`src/hdl/pib_pkg.sv`:
```
// Package: constants and pipeline item type for the polynomial inverse block.
package pib_pkg;
  localparam int STEPS     = 24;
  localparam int FRAC_BITS = 16;
  localparam int XW        = 7 + FRAC_BITS;
  localparam int NCOEF     = 6;
  localparam int MVW       = 13;
  localparam int PW        = 23;
  localparam int AW        = 6;
  localparam int DW        = 64;
  localparam int PPW       = 32 + XW;

  localparam logic [XW-1:0] X_MAX = XW'(100) << FRAC_BITS;

  localparam logic [DW-1:0] COEF_RST [NCOEF] = '{
    64'sd169586474444915,
    64'sd70324433859065,
    -64'sd3050540035683,
    64'sd100426863204,
    -64'sd1243162822,
    64'sd5067617
  };

  typedef logic [NCOEF-1:0][DW-1:0] pib_coefs_t;

  typedef struct packed {
    logic           vld;
    logic           bad;
    logic [MVW-1:0] mv;
    logic [XW-1:0]  lo;
    logic [XW-1:0]  hi;
    logic [XW-1:0]  mid;
    logic [DW-1:0]  acc;
  } pib_item_t;
endpackage

```
`src/hdl/pib_cfg.sv`:
```
// APB coefficient register file.
module pib_cfg
  import pib_pkg::*;
(
  input  logic          clk,
  input  logic          rst_n,
  input  logic          cfg_psel,
  input  logic          cfg_penable,
  input  logic          cfg_pwrite,
  input  logic [AW-1:0] cfg_paddr,
  input  logic [DW-1:0] cfg_pwdata,
  output logic [DW-1:0] cfg_prdata,
  output logic          cfg_pready,
  output pib_coefs_t    coefs
);
  pib_coefs_t coef_r;
  logic [2:0] idx;

  assign idx        = cfg_paddr[AW-1:3];
  assign cfg_pready = 1'b1;
  assign coefs      = coef_r;

  always_comb begin
    cfg_prdata = '0;
    if (idx < 3'(NCOEF)) begin
      cfg_prdata = coef_r[idx];
    end
  end

  always_ff @(posedge clk) begin
    if (!rst_n) begin
      for (int i = 0; i < NCOEF; i++) coef_r[i] <= COEF_RST[i];
    end else if (cfg_psel && cfg_penable && cfg_pwrite && idx < 3'(NCOEF)) begin
      coef_r[idx] <= cfg_pwdata;
    end
  end
endmodule

```
`config.mk`:
```
export PLATFORM = sky130hd
export DESIGN_NAME = pib_cfg
export DESIGN_NICKNAME = d
export VERILOG_FILES = /design/src/hdl/pib_pkg.sv /design/src/hdl/pib_cfg.sv
export SDC_FILE = /design/constraint.sdc
export NUM_CORES = 1
export LEC_CHECK = 0
export BUFFER_PORTS_ARGS = -buffer_cell sky130_fd_sc_hd__buf_2
export CORE_AREA = 2 2 206 208
export DETAILED_ROUTE_END_ITERATION = 8
export DIE_AREA = 0 0 208 210
export PLACE_DENSITY = 0.68
export SYNTH_ARGS = -nofsm -noshare
export SYNTH_HDL_FRONTEND = slang
export SYNTH_SLANG_ARGS = --single-unit
export TNS_END_PERCENT = 5
```
`constraint.sdc`:
```
create_clock -name clk -period 5.1 [get_ports clk]
set_input_delay 1.02 -clock clk [delete_from_list [all_inputs] [get_ports clk]]
set_output_delay 1.02 -clock clk [all_outputs]
set_load 0.02 [all_outputs]
```
==> qor.yml, run 1 <==
power_and_ir_drop:
  power.total_mw: 6.95
  clockPowerShare_pct: 45.9
  switching_share_pct: 25.6
  seqPwrFrac_pct: 43.9
  vdd.ir_drop.worst_mv: 0.224
  p_sw_mw: 1.78
  power_frac_comb_pct: 10.2
  leakage_nw: 10.6
  p_int_mw: 5.17
  power.density_nw_per_um2: 314
routing:
  wire_per_inst_um: 24.7
  num_vias: 17200
  first_pass_iters: 6
  drcViolationCount: 0
  ant_nets: 0
  drtIter0Drc: 1570
  via_per_inst: 5.86
  wl_um: 72400
yosys:
  synth.largest_area_cell: "dfxtp_1"
  syn_avg_cell_area_sq_um: 9.21
  synth_top_area_share_pct: 43.3
  synth_seq_cells: 384
  syn-cell-area_sq_um: 17800
  synth.distinct_cells: 48
  ys_seq_area_share_pct: 43.3
  synth_flop_cell: "dfxtp_1"
  async_flop_share_pct: 0
  synthesis.nets: 2003
  yosysWarnings: 0
  synth_edf_count: 0
  syn-instance-count: 1928
  netlist_top_cells_area: "dfxtp_1 43%, mux2i_1 15%, nand2_1 6.8%"
global_route:
  antenna_found_initial: 7
  grt_max_degree: 169
  grt_pass1_vias: 16800
  overflow: 0
  grt_use_total_pct: 31.7
  grt_pass1_wl_um: 107000
cells_and_area:
  fillCellCount: 3812
  layout_commonest_cell: "buf_2"
  layout-drive-gt1-share_pct: 30.3
  most-common-layout-cells: "515 x buf_2, 384 x dfxtp_1, 321 x nand2_1, 274 x mux2i_1, 142 x nand3_1"
  nets: 2433
  finalNonFillerCells: 2931
  largest_reg_flops: 384
  area_growth_pct: 24.6
clock_network:
  cts_num_sinks: 384
  cts_resized: 0
  cts_root_buf: "clkbuf_16"
  cts_tree: "built"
  path_clk_slew_ns: 0.06
  post_cts_buffers: 0
  cts_made_buffers: 42
  cts_hold_buf: 0
  worstSkewPairLatency_ns: 0.55
  h-tree-depth: 2
  ctsLongestPathBuffers: 3
placement:
  dp_hpwl_um: 47400
  gp_congestion: 0.899
  portBuffers: 519
  dp_cells: 2853
  place_ws_ns: 0.838
sta:
  min_period_ns: 4.33
  fmax_mhz: 231
  slew_headroom_pct: 27.4
  final_critical_path_setup_slack_ns: 0.773
  fin_worst_skew_ns: 0
  setup_viol: 0
  tns_ns: 0
  timing.hold.ws_ns: 0.470
  rsz0062_at_grt: "no"
  hold_violations: 0
  worst_pin_slew_ns: 1.09
  fin_crit_sh_pct: 84.8
  maxSlewViolCount: 0
floorplan:
  io_pins: 524
  die_h_um: 210
  die_width_um: 208
  core_area_sq_um: 41500
  die-area_sq_um: 43700
  rows: 75
  initial_core_util_pct: 42.8
critical_path:
  worstSetupEndpointType: "output pin"
  critPathArrivalTime_ns: 3.31
  required_ns: 4.08
  reg2reg_depth: 2
  cp_max_fo: 39
  critPathKind: "primary input to output pin"
  crit_path_start_kind: "primary input"
run:
  maxCapViolations: 0
hold_path:
  hold_path_depth: 2
  min_path_type: "flip-flop to flip-flop"
outcome:
  status: "complete, no violations"
==> layout make-up <==
cell class	count	area, sq um	share of cell area, %
repair buffers	568	3070	13.9
clock buffers	70	1370	6.19
inverters	96	360	1.63
clock inverters	5	78.8	0.356
well taps	539	674	3.05
diodes	3	7.51	0.0339
flip-flops and latches	384	7690	34.7
multi-input cells	1266	8890	40.2
==> power by group through the flow <==
| stage | combinational, mW | sequential (mW) | clock [mW] |
|---|---|---|---|
| final | 0.709 | 3.05 | 3.19 |
| after global routing | 0.743 | 3.05 | 3.34 |
| after CTS | 0.699 | 3.05 | 3.22 |
| after detailed placement | 0.697 | 3.12 | 0 |
| after global placement | 0.688 | 3.11 | 0 |
| after floorplan | 0.383 | 3.15 | 0 |
==> synth_stat cells (all sizes together) (2+ instances only) <==
library cell	n
dfxtp	384
o21ai	46
a22oi	22
nor2b	113
clkbuf	96
nand2	325
buf	86
a221o	5
o211ai	121
o221ai	4
mux2i	274
a221oi	8
a32oi	50
a32o	3
nor3b	2
a222oi	13
nor3	2
o32ai	2
and2	3
nor2	4
a22o	5
inv	96
o311ai	4
o31ai	2
and3b	27
mux2	73
a21oi	8
nand3	142
==> worst max-delay path, stage by stage <==
cell      delay (ns)
buf_4           0.45
nor2b_4         0.88
buf_4           0.30
a22oi_1         0.08
o211ai_1        0.27
buf_2           0.22
==> metal layers <==
layer	part of all wire (%)	up-vias	global-route usage [%]
met5	0.018	-	0
met4	4.0	2	12.6
met3	9.0	177	7.69
met2	47	929	52.2
met1	40	8417	40.0
li1	-	7657	-
==> per-stage QoR <==
step                utilization, %  instance area [sq um]
global route                  53.4                  22100
finish                        53.4                  22100
global placement              49.9                  20700
CTS                           53.4                  22100
detailed placement            49.9                  20700
floorplan                        -                  17800
==> logic make-up (layout without fill, tap and decap cells) <==
logic type,after synthesis,in the layout,synth area share [%]
buf+inv,278,739,7.13
mux,348,348,20.2
simple gates,624,624,16.9
other cells,1,4,0.0211
flops,384,384,43.3
compound gates,293,293,12.4
==> path summary, 6_finish.rpt <==
kind               endpoint  slack, ns         start
max          cfg_prdata[16]       0.77  cfg_paddr[5]
min              coefs[355]       0.47    coefs[355]
max reg2reg      coefs[178]       4.35    coefs[178]
min reg2reg      coefs[355]       0.47    coefs[355]
No activity file was read; power rests on OpenSTA's default activity.
==> inputs of run 2 (changes only) <==
CORE_AREA = 2 2 204 206   (was 2 2 206 208)
DIE_AREA = 0 0 206 208   (was 0 0 208 210)
PLACE_DENSITY = 0.72   (was 0.68)
clock period = 3.7 ns   (was 5.1 ns; I/O delays follow)
==> run 2 against run 1 <==
Clock-buffer cell count shrank 9. Core utilization grew 1.5 points. Non-clock buffer count grew 17. Die area shrank 1.9%. Worst hold slack lost 0.010 ns. Setup slack lost 0.46 ns.
==> qor.yml, run 2 (synthesized netlist as in run 1, its figures left out) <==
global_route:
  grt_pass1_vias: 17000
  antenna_found_initial: 5
  grt_max_degree: 97
  grt_pass1_wl_um: 105000
  overflow: 0
  grt_use_total_pct: 32.0
cells_and_area:
  finalNonFillerCells: 2934
  layout-drive-gt1-share_pct: 30.6
  area_growth_pct: 25.2
  layout_commonest_cell: "buf_2"
  most-common-layout-cells: "515 x buf_2, 384 x dfxtp_1, 321 x nand2_1, 274 x mux2i_1, 142 x nand3_1"
  nets: 2449
  largest_reg_flops: 384
clock_network:
  post_cts_buffers: 0
  cts_root_buf: "clkbuf_16"
  cts_hold_buf: 0
  h-tree-depth: 2
  cts_tree: "built"
  cts_num_sinks: 384
  cts_resized: 0
  worstSkewPairLatency_ns: 0.54
  path_clk_slew_ns: 0.06
  ctsLongestPathBuffers: 3
  cts_made_buffers: 41
power_and_ir_drop:
  switching_share_pct: 25.4
  clockPowerShare_pct: 44.0
  seqPwrFrac_pct: 45.3
  vdd.ir_drop.worst_mv: 0.385
  power.total_mw: 9.29
  p_sw_mw: 2.36
  leakage_nw: 10.7
  power.density_nw_per_um2: 418
  power_frac_comb_pct: 10.7
  p_int_mw: 6.93
floorplan:
  rows: 74
  initial_core_util_pct: 43.8
  die_width_um: 206
  io_pins: 524
  die-area_sq_um: 42800
  die_h_um: 208
  core_area_sq_um: 40600
sta:
  setup_viol: 0
  fin_crit_sh_pct: 91.4
  worst_pin_slew_ns: 1.16
  maxSlewViolCount: 0
  slew_headroom_pct: 22.6
  min_period_ns: 3.38
  hold_violations: 0
  tns_ns: 0
  rsz0062_at_grt: "no"
  fmax_mhz: 296
  fin_worst_skew_ns: 0
critical_path:
  required_ns: 2.96
  cp_max_fo: 26
  worstSetupEndpointType: "output pin"
  crit_path_start_kind: "primary input"
  cpPeakStageDelay_ns: 0.94
  crit_path_cell_trace: "buf_4, nor2_1, a32o_1, a221o_1, buf_2"
  critPathKind: "primary input to output pin"
  critPathArrivalTime_ns: 2.64
  crit_path_top_delay_cell: "nor2_1"
placement:
  dp_cells: 2863
  dp_hpwl_um: 48400
  gp_congestion: 0.912
  portBuffers: 519
routing:
  num_vias: 17500
  via_per_inst: 5.95
  wl_um: 71400
  first_pass_iters: 7
  wire_per_inst_um: 24.3
  ant_nets: 0
  drcViolationCount: 0
  drtIter0Drc: 1623
hold_path:
  min_path_type: "primary input to flip-flop"
outcome:
  status: "complete, no violations"
run:
  maxCapViolations: 0
==> run 2: cell types whose count changed in the layout (fill, tap and decap cells not counted) <==
cell	previous run	this run
clkinv_4	1	0
diode_2	3	5
clkbuf_8	15	10
buf_12	7	17
clkbuf_16	45	41
bufinv_16	2	3
buf_4	45	52
==> run 2: area by class of cell <==
type                    count  area, sq um
diodes                      5         12.5
clock buffers              61         1200
clock inverters             5          100
fillers                  3683        18300
inverters                  96          360
multi-input cells        1266         8890
flip-flops and latches    384         7690
well taps                 532          666
repair buffers            585         3320
==> run 2: worst max-delay path: cells and delay by family <==
kind | cells | cell delay [ns]
AND/OR/NAND/NOR | 1 | 0.94
AO/OA/AOI/OAI | 2 | 0.47
buffers and inverters | 2 | 0.46
==> run 2: path summary, 6_finish.rpt <==
| path | slack, ns | from | cells past startpoint | end |
|---|---|---|---|---|
| max | 0.32 | cfg_paddr[3] | 5 | cfg_prdata[24] |
| min | 0.46 | cfg_pwdata[25] | 3 | coefs[89] |
| max reg2reg | 2.95 | coefs[306] | 2 | coefs[306] |
| min reg2reg | 0.47 | coefs[353] | 2 | coefs[353] |
==> run 2: power groups by stage <==
stage / clock network (mW) / logic [mW] / registers [mW]
after floorplan: 0 / 0.528 / 4.34
after global placement: 0 / 0.964 / 4.29
after detailed placement: 0 / 0.978 / 4.30
after CTS: 4.14 / 0.982 / 4.20
after global routing: 4.30 / 1.04 / 4.21
final: 4.09 / 0.998 / 4.21
==> run 2: metal layers <==
metal  wire, um  GRT usage [%]  vias up
met5         17              0        -
met4       3490           16.7        2
met3       7670           8.69      231
met2      33400           52.1     1102
met1      26800           38.3     8435
li1           -              -     7687
==> run 2: through the flow <==
stage / worst slack, ns / hold WS (ns) / instance area, sq um / util, %
finish: 0.317 / 0.459 / 22200 / 54.8
global route: 0.351 / 0.465 / 22200 / 54.8
CTS: 0.380 / 0.423 / 22200 / 54.8
detailed placement: 0.401 / 0.460 / 20900 / 51.6
global placement: 0.385 / 0.451 / 20900 / 51.6
floorplan: 0.995 / 0.541 / 17800 / -
